$ cat config.mk
export PLATFORM = sky130hd
export DESIGN_NAME = crc8_frame_receiver_bit_slip_unit
export DESIGN_NICKNAME = d
export VERILOG_FILES = /design/src/crcfr_pkg.sv /design/src/crcfr_queue.sv /design/src/crcfr_front.sv /design/src/crcfr_back.sv /design/src/crc8_frame_receiver_bit_slip_unit.sv
export SDC_FILE = /design/constraint.sdc
export NUM_CORES = 1
export LEC_CHECK = 0
export ABC_AREA = 0
export BUFFER_PORTS_ARGS = -buffer_cell sky130_fd_sc_hd__buf_2
export CAP_MARGIN = 15
export CORE_ASPECT_RATIO = 1.25
export CORE_MARGIN = 4
export CORE_UTILIZATION = 40
export CTS_BUF_LIST = sky130_fd_sc_hd__clkbuf_8 sky130_fd_sc_hd__clkbuf_16
export CTS_CLUSTER_DIAMETER = 50
export CTS_CLUSTER_SIZE = 16
export DETAILED_ROUTE_END_ITERATION = 8
export GPL_ROUTABILITY_DRIVEN = 0
export PLACE_DENSITY_LB_ADDON = 0.12
export REMOVE_ABC_BUFFERS = 1
export SLEW_MARGIN = 20
export SYNTH_ARGS = -nofsm -noshare
export SYNTH_HDL_FRONTEND = slang
export SYNTH_SLANG_ARGS = --single-unit
export TNS_END_PERCENT = 1
$ cat constraint.sdc
create_clock -name clk -period 6.8 [get_ports clk]
set_input_delay 0.68 -clock clk [delete_from_list [all_inputs] [get_ports clk]]
set_output_delay 0.68 -clock clk [all_outputs]
set_load 0.02 [all_outputs]
$ cat src/crcfr_pkg.sv
// ----------------------------------------------------------------------------
// crcfr_pkg
// Shared types, constants and CRC helper for the CRC-8 frame receiver.
// ----------------------------------------------------------------------------
package crcfr_pkg;

  // Sync bytes that open a frame
  localparam logic [7:0] SYNC_MAIN  = 8'h5A;
  localparam logic [7:0] SYNC_ALT_A = 8'hB4;
  localparam logic [7:0] SYNC_ALT_B = 8'h2D;

  // CRC-8 generator, MSB first, init zero
  localparam logic [7:0] CRC_POLY = 8'h07;

  // Position of the CRC byte in a 9-byte frame
  localparam logic [3:0] FRAME_LAST = 4'd8;

  // Stick center code and its 16-bit image
  localparam logic [7:0]  STICK_MID        = 8'h80;
  localparam logic [15:0] STICK_MID_SCALED = 16'h8000;

  // Saturation value of the millisecond counter
  localparam logic [15:0] ELAPSED_MAX = 16'hFFFF;

  // Register reset values
  localparam logic [7:0]  RESET_ID_MASK = 8'd3;
  localparam logic [15:0] RESET_TIMEOUT = 16'd250;

  // Default depth of the internal queues
  localparam int QUEUE_DEPTH = 2;

  // Register map (word index)
  typedef enum logic [0:0] {
    REG_ID_MASK = 1'b0,
    REG_TIMEOUT = 1'b1
  } cfg_reg_t;

  // Input request
  typedef struct packed {
    logic       func;
    logic [7:0] rx_byte;
  } in_t;

  // Result
  typedef struct packed {
    logic        frame_done;
    logic        frame_ok;
    logic [7:0]  slot_id;
    logic [7:0]  last_flags;
    logic [15:0] last_buttons;
    logic [15:0] left_x;
    logic [15:0] left_y;
    logic [15:0] right_x;
    logic [15:0] right_y;
    logic        have_packet;
    logic        fresh;
    logic [7:0]  good_count;
  } out_t;

  // Classified request from front to back; payload is frame bytes 1..7, byte 1 low
  typedef struct packed {
    logic        tick;
    logic        done;
    logic        ok;
    logic [55:0] payload;
  } req_t;

  // One CRC byte update: eight shift steps of the register (caller XORs data in)
  function automatic logic [7:0] crc8_step(input logic [7:0] c_in);
    logic [7:0] c;
    c = c_in;
    for (int b = 0; b < 8; b++) begin
      c = c[7] ? ({c[6:0], 1'b0} ^ CRC_POLY) : {c[6:0], 1'b0};
    end
    return c;
  endfunction

  // Scale a stick byte to 16 bits: v*257, center maps to 0x8000
  function automatic logic [15:0] scale_stick(input logic [7:0] v);
    return (v == STICK_MID) ? STICK_MID_SCALED : {v, v};
  endfunction

endpackage

$ cat src/crcfr_queue.sv
// ----------------------------------------------------------------------------
// crcfr_queue
// Small register FIFO with full/empty flags and push-while-pop support.
// ----------------------------------------------------------------------------
module crcfr_queue #(
  parameter int Width = 8,
  parameter int Depth = 2
) (
  input  logic             clk,
  input  logic             rst,
  input  logic             wr_en,
  input  logic [Width-1:0] wr_data,
  output logic             full,
  input  logic             rd_en,
  output logic [Width-1:0] rd_data,
  output logic             empty
);

  localparam int PtrW = (Depth > 1) ? $clog2(Depth) : 1;
  localparam int CntW = $clog2(Depth + 1);
  localparam logic [PtrW-1:0] PtrLast = PtrW'(Depth - 1);
  localparam logic [CntW-1:0] CntFull = CntW'(Depth);

  logic [Width-1:0] store [Depth];
  logic [PtrW-1:0]  wr_ptr;
  logic [PtrW-1:0]  rd_ptr;
  logic [CntW-1:0]  count;
  logic             do_wr;
  logic             do_rd;

  assign full    = (count == CntFull);
  assign empty   = (count == '0);
  assign do_wr   = wr_en && !full;
  assign do_rd   = rd_en && !empty;
  assign rd_data = store[rd_ptr];

  // Entry storage
  always_ff @(posedge clk) begin
    if (do_wr) begin
      store[wr_ptr] <= wr_data;
    end
  end

  // Pointers and fill count
  always_ff @(posedge clk) begin
    if (rst) begin
      wr_ptr <= '0;
      rd_ptr <= '0;
      count  <= '0;
    end else begin
      if (do_wr) begin
        wr_ptr <= (wr_ptr == PtrLast) ? '0 : wr_ptr + 1'b1;
      end
      if (do_rd) begin
        rd_ptr <= (rd_ptr == PtrLast) ? '0 : rd_ptr + 1'b1;
      end
      if (do_wr && !do_rd) begin
        count <= count + 1'b1;
      end else if (do_rd && !do_wr) begin
        count <= count - 1'b1;
      end
    end
  end

endmodule

$ cat src/crcfr_front.sv
// ----------------------------------------------------------------------------
// crcfr_front
// Sync hunt, frame assembly and running CRCs (direct and one-bit shifted).
// ----------------------------------------------------------------------------
module crcfr_front
  import crcfr_pkg::*;
(
  input  logic clk,
  input  logic rst,
  input  logic accept,
  input  in_t  item,
  output req_t req
);

  logic [3:0] idx;
  logic [7:0] frame_store [8];
  logic [7:0] crc_d;
  logic [7:0] crc_s;

  logic [7:0] b;
  logic       is_sync;
  logic [3:0] idx_prev;
  logic [7:0] prev_byte;
  logic [7:0] shifted_byte;
  logic [7:0] crc_s_in;
  logic [7:0] crc_s_upd;
  logic [7:0] crc_d_upd;
  logic [7:0] use0;
  logic       ok_d;
  logic       ok_s;
  logic [55:0] pay_direct;
  logic [55:0] pay_shift;

  assign b       = item.rx_byte;
  assign is_sync = (b == SYNC_MAIN) || (b == SYNC_ALT_A) || (b == SYNC_ALT_B);

  // Previous byte of the frame feeds the shifted stream
  assign idx_prev     = idx - 4'd1;
  assign prev_byte    = frame_store[idx_prev[2:0]];
  assign shifted_byte = {prev_byte[6:0], b[7]};
  assign crc_s_in     = (idx == 4'd1) ? 8'h00 : crc_s;
  assign crc_s_upd    = crc8_step(crc_s_in ^ shifted_byte);
  assign crc_d_upd    = crc8_step(((idx == 4'd0) ? 8'h00 : crc_d) ^ b);

  // Frame checks on the last byte
  assign use0 = {frame_store[0][6:0], frame_store[1][7]};
  assign ok_d = (frame_store[0] == SYNC_MAIN) && (crc_d == b);
  assign ok_s = (use0 == SYNC_MAIN) && (crc_s_upd == {b[6:0], 1'b0});

  // Payload candidates, byte 1 in the low lane
  always_comb begin
    for (int i = 1; i < 8; i++) begin
      pay_direct[8*(i-1) +: 8] = frame_store[i];
      if (i < 7) begin
        pay_shift[8*(i-1) +: 8] = {frame_store[i][6:0], frame_store[i+1][7]};
      end else begin
        pay_shift[8*(i-1) +: 8] = {frame_store[i][6:0], b[7]};
      end
    end
  end

  // Classified request
  always_comb begin
    req.tick    = item.func;
    req.done    = !item.func && (idx == FRAME_LAST);
    req.ok      = req.done && (ok_d || ok_s);
    req.payload = ok_d ? pay_direct : pay_shift;
  end

  // Frame bytes
  always_ff @(posedge clk) begin
    if (accept && !item.func && idx != FRAME_LAST && (idx != 4'd0 || is_sync)) begin
      frame_store[idx[2:0]] <= b;
    end
  end

  // Running CRCs; the direct CRC also updates on bytes seen while hunting
  always_ff @(posedge clk) begin
    if (accept && !item.func) begin
      if (idx != FRAME_LAST) begin
        crc_d <= crc_d_upd;
      end
      if (idx != 4'd0) begin
        crc_s <= crc_s_upd;
      end
    end
  end

  // Byte position; zero means hunting
  always_ff @(posedge clk) begin
    if (rst) begin
      idx <= '0;
    end else if (accept && !item.func) begin
      if (idx == 4'd0) begin
        if (is_sync) begin
          idx <= 4'd1;
        end
      end else if (idx == FRAME_LAST) begin
        idx <= 4'd0;
      end else begin
        idx <= idx + 4'd1;
      end
    end
  end

endmodule

$ cat src/crcfr_back.sv
// ----------------------------------------------------------------------------
// crcfr_back
// Applies classified requests to the receiver state and forms results.
// ----------------------------------------------------------------------------
module crcfr_back
  import crcfr_pkg::*;
(
  input  logic        clk,
  input  logic        rst,
  input  logic        fire,
  input  req_t        req,
  input  logic [7:0]  id_mask,
  input  logic [15:0] timeout,
  output out_t        res
);

  logic [55:0] stored_payload, stored_payload_next;
  logic [7:0]  learned_slot, learned_slot_next;
  logic        seen_good, seen_good_next;
  logic [7:0]  frame_counter, frame_counter_next;
  logic [15:0] elapsed_ms, elapsed_ms_next;

  // Next state for the request at the queue head
  always_comb begin
    stored_payload_next = stored_payload;
    learned_slot_next   = learned_slot;
    seen_good_next      = seen_good;
    frame_counter_next  = frame_counter;
    elapsed_ms_next     = elapsed_ms;
    if (req.tick) begin
      if (elapsed_ms != ELAPSED_MAX) begin
        elapsed_ms_next = elapsed_ms + 16'd1;
      end
    end else if (req.ok) begin
      stored_payload_next = req.payload;
      learned_slot_next   = req.payload[7:0] & id_mask;
      seen_good_next      = 1'b1;
      frame_counter_next  = frame_counter + 8'd1;
      elapsed_ms_next     = '0;
    end
  end

  // Result reflects the state after the update
  always_comb begin
    res.frame_done   = req.done;
    res.frame_ok     = req.ok;
    res.slot_id      = learned_slot_next;
    res.last_flags   = stored_payload_next[7:0];
    res.last_buttons = stored_payload_next[23:8];
    res.left_x       = scale_stick(stored_payload_next[31:24]);
    res.left_y       = scale_stick(stored_payload_next[39:32]);
    res.right_x      = scale_stick(stored_payload_next[47:40]);
    res.right_y      = scale_stick(stored_payload_next[55:48]);
    res.have_packet  = seen_good_next;
    res.fresh        = (elapsed_ms_next <= timeout);
    res.good_count   = frame_counter_next;
  end

  // State registers
  always_ff @(posedge clk) begin
    if (rst) begin
      stored_payload <= '0;
      learned_slot   <= '0;
      seen_good      <= 1'b0;
      frame_counter  <= '0;
      elapsed_ms     <= '0;
    end else if (fire) begin
      stored_payload <= stored_payload_next;
      learned_slot   <= learned_slot_next;
      seen_good      <= seen_good_next;
      frame_counter  <= frame_counter_next;
      elapsed_ms     <= elapsed_ms_next;
    end
  end

endmodule

$ cat src/crc8_frame_receiver_bit_slip_unit.sv
// ----------------------------------------------------------------------------
// crc8_frame_receiver_bit_slip_unit
// CRC-8 checked 9-byte frame receiver with one-bit slip recovery.
// ----------------------------------------------------------------------------
// Usage:
//   Requests enter through push/full: a received SPI byte (func = 0) or a
//   one-millisecond tick (func = 1). Every request yields exactly one result,
//   in order, read through empty/pop; the result at the head stays on the
//   result port while empty is low.
//   The front stage hunts for sync, stores the frame and keeps two running
//   CRC-8 values (as received and shifted left one bit), so the check at the
//   ninth byte is a compare. A request queue feeds the back stage, which
//   updates the stored controller state; a result queue holds its output.
//   Path: an accepted request is registered in the request queue, and its
//   result in the result queue. Throughput: one request per cycle while
//   results are popped, limited by the single back-stage update per cycle.
//   Reset clears the hunt state, all learned state and both queues; registers
//   return to mask 3 and timeout 250 ms. When the receiver does not pop, the
//   result queue fills, then the request queue, and full rises.
//   Registers: byte address 0 id mask (8 bits), 4 timeout in ms (16 bits).
// ----------------------------------------------------------------------------
module crc8_frame_receiver_bit_slip_unit
  import crcfr_pkg::*;
#(
  parameter int QueueDepth = QUEUE_DEPTH
) (
  input  logic        clk,
  input  logic        rst,
  input  logic        push,
  output logic        full,
  input  in_t         item,
  output logic        empty,
  input  logic        pop,
  output out_t        result,
  input  logic        psel,
  input  logic        penable,
  input  logic        pwrite,
  input  logic [2:0]  paddr,
  input  logic [31:0] pwdata,
  output logic [31:0] prdata,
  output logic        pready
);

  logic        accept;
  req_t        req_in;
  req_t        req_head;
  logic        req_empty;
  logic        res_full;
  logic        fire;
  out_t        res_in;
  logic [7:0]  id_mask;
  logic [15:0] timeout;
  cfg_reg_t    reg_sel;

  assign accept = push && !full;
  assign fire   = !req_empty && !res_full;

  // Register port
  assign pready  = 1'b1;
  assign reg_sel = cfg_reg_t'(paddr[2]);

  always_ff @(posedge clk) begin
    if (rst) begin
      id_mask <= RESET_ID_MASK;
      timeout <= RESET_TIMEOUT;
    end else if (psel && penable && pwrite && pready) begin
      case (reg_sel)
        REG_ID_MASK: id_mask <= pwdata[7:0];
        REG_TIMEOUT: timeout <= pwdata[15:0];
        default: ;
      endcase
    end
  end

  always_comb begin
    case (reg_sel)
      REG_ID_MASK: prdata = {24'd0, id_mask};
      REG_TIMEOUT: prdata = {16'd0, timeout};
      default:     prdata = '0;
    endcase
  end

  // Front: hunt, assemble, check
  crcfr_front u_front (
    .clk    (clk),
    .rst    (rst),
    .accept (accept),
    .item   (item),
    .req    (req_in)
  );

  // Request queue between front and back
  crcfr_queue #(
    .Width ($bits(req_t)),
    .Depth (QueueDepth)
  ) u_req_queue (
    .clk     (clk),
    .rst     (rst),
    .wr_en   (accept),
    .wr_data (req_in),
    .full    (full),
    .rd_en   (fire),
    .rd_data (req_head),
    .empty   (req_empty)
  );

  // Back: state update and result
  crcfr_back u_back (
    .clk     (clk),
    .rst     (rst),
    .fire    (fire),
    .req     (req_head),
    .id_mask (id_mask),
    .timeout (timeout),
    .res     (res_in)
  );

  // Result queue
  crcfr_queue #(
    .Width ($bits(out_t)),
    .Depth (QueueDepth)
  ) u_res_queue (
    .clk     (clk),
    .rst     (rst),
    .wr_en   (fire),
    .wr_data (res_in),
    .full    (res_full),
    .rd_en   (pop),
    .rd_data (result),
    .empty   (empty)
  );

endmodule

Yosys cells after proc, flatten, opt, wreduce, memory -nomap -nowiden
Memories as Yosys holds them, arrays and structs flattened. A register that Yosys moved wholly into a read port is not among the register bits.
Index checks and enable logic that the tools add are counted.
Widths: inputs -> output; s select.
{ "totals": {"mem_count": 3, "mem_bits_rw": 398, "output_inout_bits": 143, "ff_bits": 141} }
{ "mem_list": {"columns": ["memory", "depth", "width", "read_ports", "rd_ports_with_merged_regs", "write_ports", "line", "rtl"], "rows": [
  ["u_res_queue.store", 2, 108, 1, 1, 1, "crcfr_queue.sv:24", "logic [Width-1:0] store [Depth];"],
  ["u_req_queue.store", 2, 59, 1, 1, 1, "crcfr_queue.sv:24", null],
  ["u_front.frame_store", 8, 8, 9, 0, 1, "crcfr_front.sv:16", "logic [7:0] frame_store [8];"]
]} }
{ "op_classes": {"bitwise": 20, "magnitude_cmp": 1, "mux": 56, "n_addsub": 12, "n_reduce_logical": 43, "n_eq_ne": 18} }
{ "ops": {"columns": ["operator", "count"], "rows": [
  ["$mux 56", 3],
  ["$mux 16", 7],
  ["$pmux 32 s2", 1],
  ["$mux 3", 16],
  ["$mux 8", 6],
  ["$not 3->3", 16],
  ["$eq 8x8->1 const B", 5],
  ["$eq 8x7->1 const B", 3],
  ["$logic_and 1x1->1", 19],
  ["$add 16x1->16 const B", 1],
  ["$eq 8x8->1", 2],
  ["$le 16x16->1", 1],
  ["$mux 1", 16],
  ["$ne 16x16->1 const B", 1],
  ["$xor 8x8->8", 2],
  ["$mux 4", 3],
  ["$reduce_and 2->1", 5],
  ["$logic_not 1->1", 9],
  ["$add 8x1->8 const B", 1],
  ["$and 8x8->8", 1],
  ["$eq 8x6->1 const B", 1],
  ["$mux 2", 4],
  ["$add 1x1->1 const B", 4],
  ["$add 2x1->2 const B", 2],
  ["other kinds (14)", 21]
]} }

Logic depth before layout (Yosys ltp)
{ "depth": {"word_depth": 23, "mapped_depth": 16, "depth_no_buf": 15} }

Modules after synthesis
A second synthesis with hierarchy kept.
{ "unflattened": {"cells_unflattened": 1905, "area_unflattened_um2": 24407.2} }
{ "by_module_without_submodules": {"columns": ["module", "seq_area_each_um2", "area_each_um2", "cells_per_inst", "instances"], "rows": [
  ["crcfr_queue (u_res_queue)", 6586.3, 8080.2, 361, 1],
  ["crcfr_back", 1781.7, 5604.1, 843, 1],
  ["crcfr_front", 2482.4, 4880.9, 348, 1],
  ["crcfr_queue (u_req_queue)", 3643.5, 4479.3, 209, 1],
  ["crc8_frame_receiver_bit_slip_unit", 480.5, 1362.6, 144, 1]
]} }

Worst setup path before layout
OpenSTA, ideal clock, no wires.
{ "synth_timing": {"kind": "flip-flop to flip-flop", "from": "reg u_req_queue.count[0]", "to": "mem u_res_queue.store[0][0] in the netlist's numbering (enable)", "t_arrival_ps": 4293, "synth_period_minus_slack_ps": 4812, "setup_slack_ps": 1988, "stages_incl_launch_ff": 5, "path_cell_list": "dfxtp_1 o22ai_1 clkbuf_1 clkbuf_1 nor2_1"} }
{ "synth_between": {"elab_chain_len": 6} }
{ "synth_lines": {"columns": ["item", "line", "rtl"], "rows": [
  ["from (decl)", "crcfr_queue.sv:27", "logic [CntW-1:0] count;"],
  ["from (signal assigned)", "crcfr_queue.sv:58", "count <= count + 1'b1;"],
  ["from (signal assigned)", "crcfr_queue.sv:60", "count <= count - 1'b1;"],
  ["$logic_not 2->1", "crcfr_queue.sv:32", "assign empty = (count == '0);"],
  ["$logic_not 1->1", "crc8_frame_receiver_bit_slip_unit.sv:56", "assign fire = !req_empty && !res_full;"],
  ["$logic_and 1x1->1", "crc8_frame_receiver_bit_slip_unit.sv:56", null],
  ["$logic_and 1x1->1", "crcfr_queue.sv:33", "assign do_wr = wr_en && !full;"],
  ["$mux 1", "crcfr_queue.sv:39", "if (do_wr) begin"],
  ["$mux 1 (not written as such)", "crcfr_queue.sv:40", "store[wr_ptr] <= wr_data;"],
  ["to (decl)", "crcfr_queue.sv:24", null]
]} }
No other way between the ends.

==> metrics.yaml <==
final_layout:
  final_common_cell: "edfxtp_1"
  nets: 1813
  syn_to_final_growth_pct: 13.50
  drive_gt1_share_pct: 24.89
  layout_common_cells: "edfxtp_1 (358), nor2_1 (188), buf_2 (157), mux2_2 (155), dfxtp_1 (124)"
  finalInstanceArea_um2: 24160
clock_network:
  cts_tree: "yes"
  ctsHoldBuffers: 0
  cts-root-buf: "clkbuf_16"
  cts.repair.resized: 0
  insertion_delay_ps: 590
  cts_buffer_depth: 3
  clock_sinks: 485
  cts_made_buffers: 46
  post_cts_buffers: 0
  h-tree-depth: 2
  cts.clk_slew.worst_paths_ps: 70
timing:
  setup_viol: 0
  grt_setup_unrepaired: "false"
  min_period_ps: 3878
  fin_worst_skew_ps: 23.79
  max_freq_ghz: 0.2579
  maxSlewHeadroom_pct: 27.80
  final-max-slew-violation-count: 0
  final-hold-violation-count: 0
  setup_ws_ps: 2922
  worstMarginPinSlew_ps: 1079
  post-route-period-util_pct: 57.02
route:
  routed_via_density: 5.119
  drt_first_pass_iters: 5
  vias: 12537
  wl_per_cell_um: 18.74
  wl_mm: 45.90
  post-route-drc-count: 0
  drt_iter0_markers: 577
  route.antenna.remaining_nets: 0
pwr:
  internal_power_uw: 6504
  p_seq_share_pct: 43.0
  clkPwrFrac_pct: 29.0
  switching_share_pct: 32.86
  p_switching_uw: 3184
  power_leakage_uw: 0.008553
  peakVddDrop_mv: 0.2230
  p_comb_share_pct: 28.0
  p_per_area_nw_per_um2: 401.0
floorplan:
  die_width_um: 214.3
  die-area_um2: 56990
  die_h_um: 265.9
  rows: 94
  start_util_pct: 40.40
  ios: 194
  coreArea_um2: 52690
placed_design:
  portBuffers: 158
  place_hpwl_mm: 30.28
  dp_slack_ps: 2416
  dpl_cell_area_um2: 22470
critical_path:
  cp-start-kind: "register"
  path_max_fanout: 22
  cp_num_buf_inv: 1
  crit_chain: "inv_1 -> ha_1 -> mux4_2 -> mux2i_1 -> xnor2_2 -> xnor3_1 -> xnor2_1 -> nand2_1 -> o41ai_2"
  crit_slowest_cell: "dfxtp_2"
  end_kind: "register"
  path_class: "register to register"
  r2r-end: "u_req_queue.store[1][56]"
  reg2reg_from: "u_front.idx[0]"
  r2r_cells: 9
  cp.arrival_ps: 4260
  rrSetupSlack_ps: 2920
  required_ps: 7180
  max_stage_delay_ps: 740
  crit_family: "XOR/XNOR gates"
yosys:
  synth.cell_area_um2: 21290
  yosysWarnings: 0
  syn_inst: 1638
  yosys-top-cells-area: "edfxtp_1 (51%), dfxtp_1 (12%), mux2_2 (8.2%)"
  ys.flop_type: "edfxtp_1"
  yosysUniqueCellTypes: 59
  synth_seq_area_share_pct: 62.45
  syn_avg_cell_area_um2: 12.99
  async_flop_share_pct: 0
  synth_area_leader_cell: "edfxtp_1"
  ys_ff_latch: 485
  synth_edf_count: 358
  synth_top_area_share_pct: 50.51
job:
  maxCapViolations: 0
hold_path:
  hold_class: "input pin to register"
  whs_endpoint: "timeout[1]"
  min_from: "pwdata[1]"
  min_path_cells: 2
grt:
  antenna_found_initial: 1
  overflow: 0
  grt_pass1_wl_mm: 72.83
  grt_pass1_vias: 12523
  grt_max_degree: 124
  grt_usage_pct: 15.91
status:
  outcome: "completed"
==> cells by family (layout without fill, tap and decap cells) <==
family / count (synthesis) / count (layout) / synth area share, %
buffers and inverters: 166 / 289 / 3.844
muxes: 247 / 247 / 13.41
AOI/OAI and AO/OA: 222 / 222 / 6.572
xor gates and xnor gates: 89 / 89 / 4.162
and+or+nand+nor: 403 / 403 / 8.118
adders and majority gates: 24 / 24 / 1.411
other: 2 / 18 / 0.03528
DFF: 485 / 485 / 62.45
==> layer usage <==
metal  vias up  track usage [%]  wire, µm
li1       6124                -         -
met1      6108            20.47     19950
met2       238            27.74     22970
met3        67            3.068      1936
met4         0            4.277      1051
met5         -                0         0
==> layout make-up <==
cell class / count / area [µm²]
fillers: 4803 / 28530
multi-input cells: 1002 / 7300
flip-flops and latches: 485 / 13300
repair buffers: 173 / 918.4
clock inverters: 37 / 479.2
well taps: 672 / 840.8
diodes: 1 / 2.502
clock buffers: 49 / 1204
inverters: 30 / 112.6
==> metrics by stage <==
step / hold WS, ps / utilization, % / total power, µW / cells / setup TNS [ps]
floorplan: 430.3 / - / 6114 / 1517 / -178960
global placement: 441.3 / 42.64 / 6962 / 2362 / 0
detailed placement: 446.5 / 42.64 / 7017 / 2362 / 0
CTS: 277.1 / 45.83 / 9870 / 2448 / 0
global route: 282.7 / 45.84 / 10250 / 2448 / 0
finish: 320.0 / 45.85 / 9687 / 2449 / 0
==> cells in the mapped netlist (9+ instances only) <==
master / number
a211o_1: 10
a211oi_1: 58
a21o_1: 9
a21oi_1: 101
buf_1: 11
buf_4: 46
clkbuf_1: 71
dfxtp_1: 127
edfxtp_1: 358
ha_1: 24
inv_1: 29
mux2_2: 155
mux2i_1: 77
mux4_2: 14
nand2_1: 108
nand3_1: 31
nand4_1: 13
nor2_1: 192
nor3_1: 19
o21ai_0: 17
xnor2_1: 43
xor2_1: 38
==> state kept, by name, indices dropped and copies added, names as in the netlist, 16 cells and up, named ones only <==
signal                 flops
u_res_queue.store        160
u_req_queue.store        118
u_back.elapsed_ms         16
u_front.frame_store       64
timeout                   16
u_back.stored_payload     56
==> worst max-delay path by stage <==
stage                               endpoint                  from  depth (start not counted)
floorplan           u_back.stored_payload[0]              register                          3
global placement    u_req_queue.store[0][56]        u_front.idx[0]                          9
detailed placement  u_req_queue.store[1][56]        u_front.idx[0]                          9
CTS                 u_req_queue.store[1][56]        u_front.idx[0]                          9
global route         u_res_queue.store[1][8]  u_back.elapsed_ms[5]                         13
finish              u_req_queue.store[1][56]        u_front.idx[0]                          9
==> power by group through the flow <==
stage / Sequential [µW] / Combinational (µW) / Clock (µW)
after CTS: 4170 / 2790 / 2900
after global routing: 4230 / 2970 / 3040
final: 4160 / 2710 / 2810
after floorplan: 4250 / 1870 / 0
after global placement: 4210 / 2750 / 0
after detailed placement: 4240 / 2780 / 0
(Power assumes the default switching activity.)
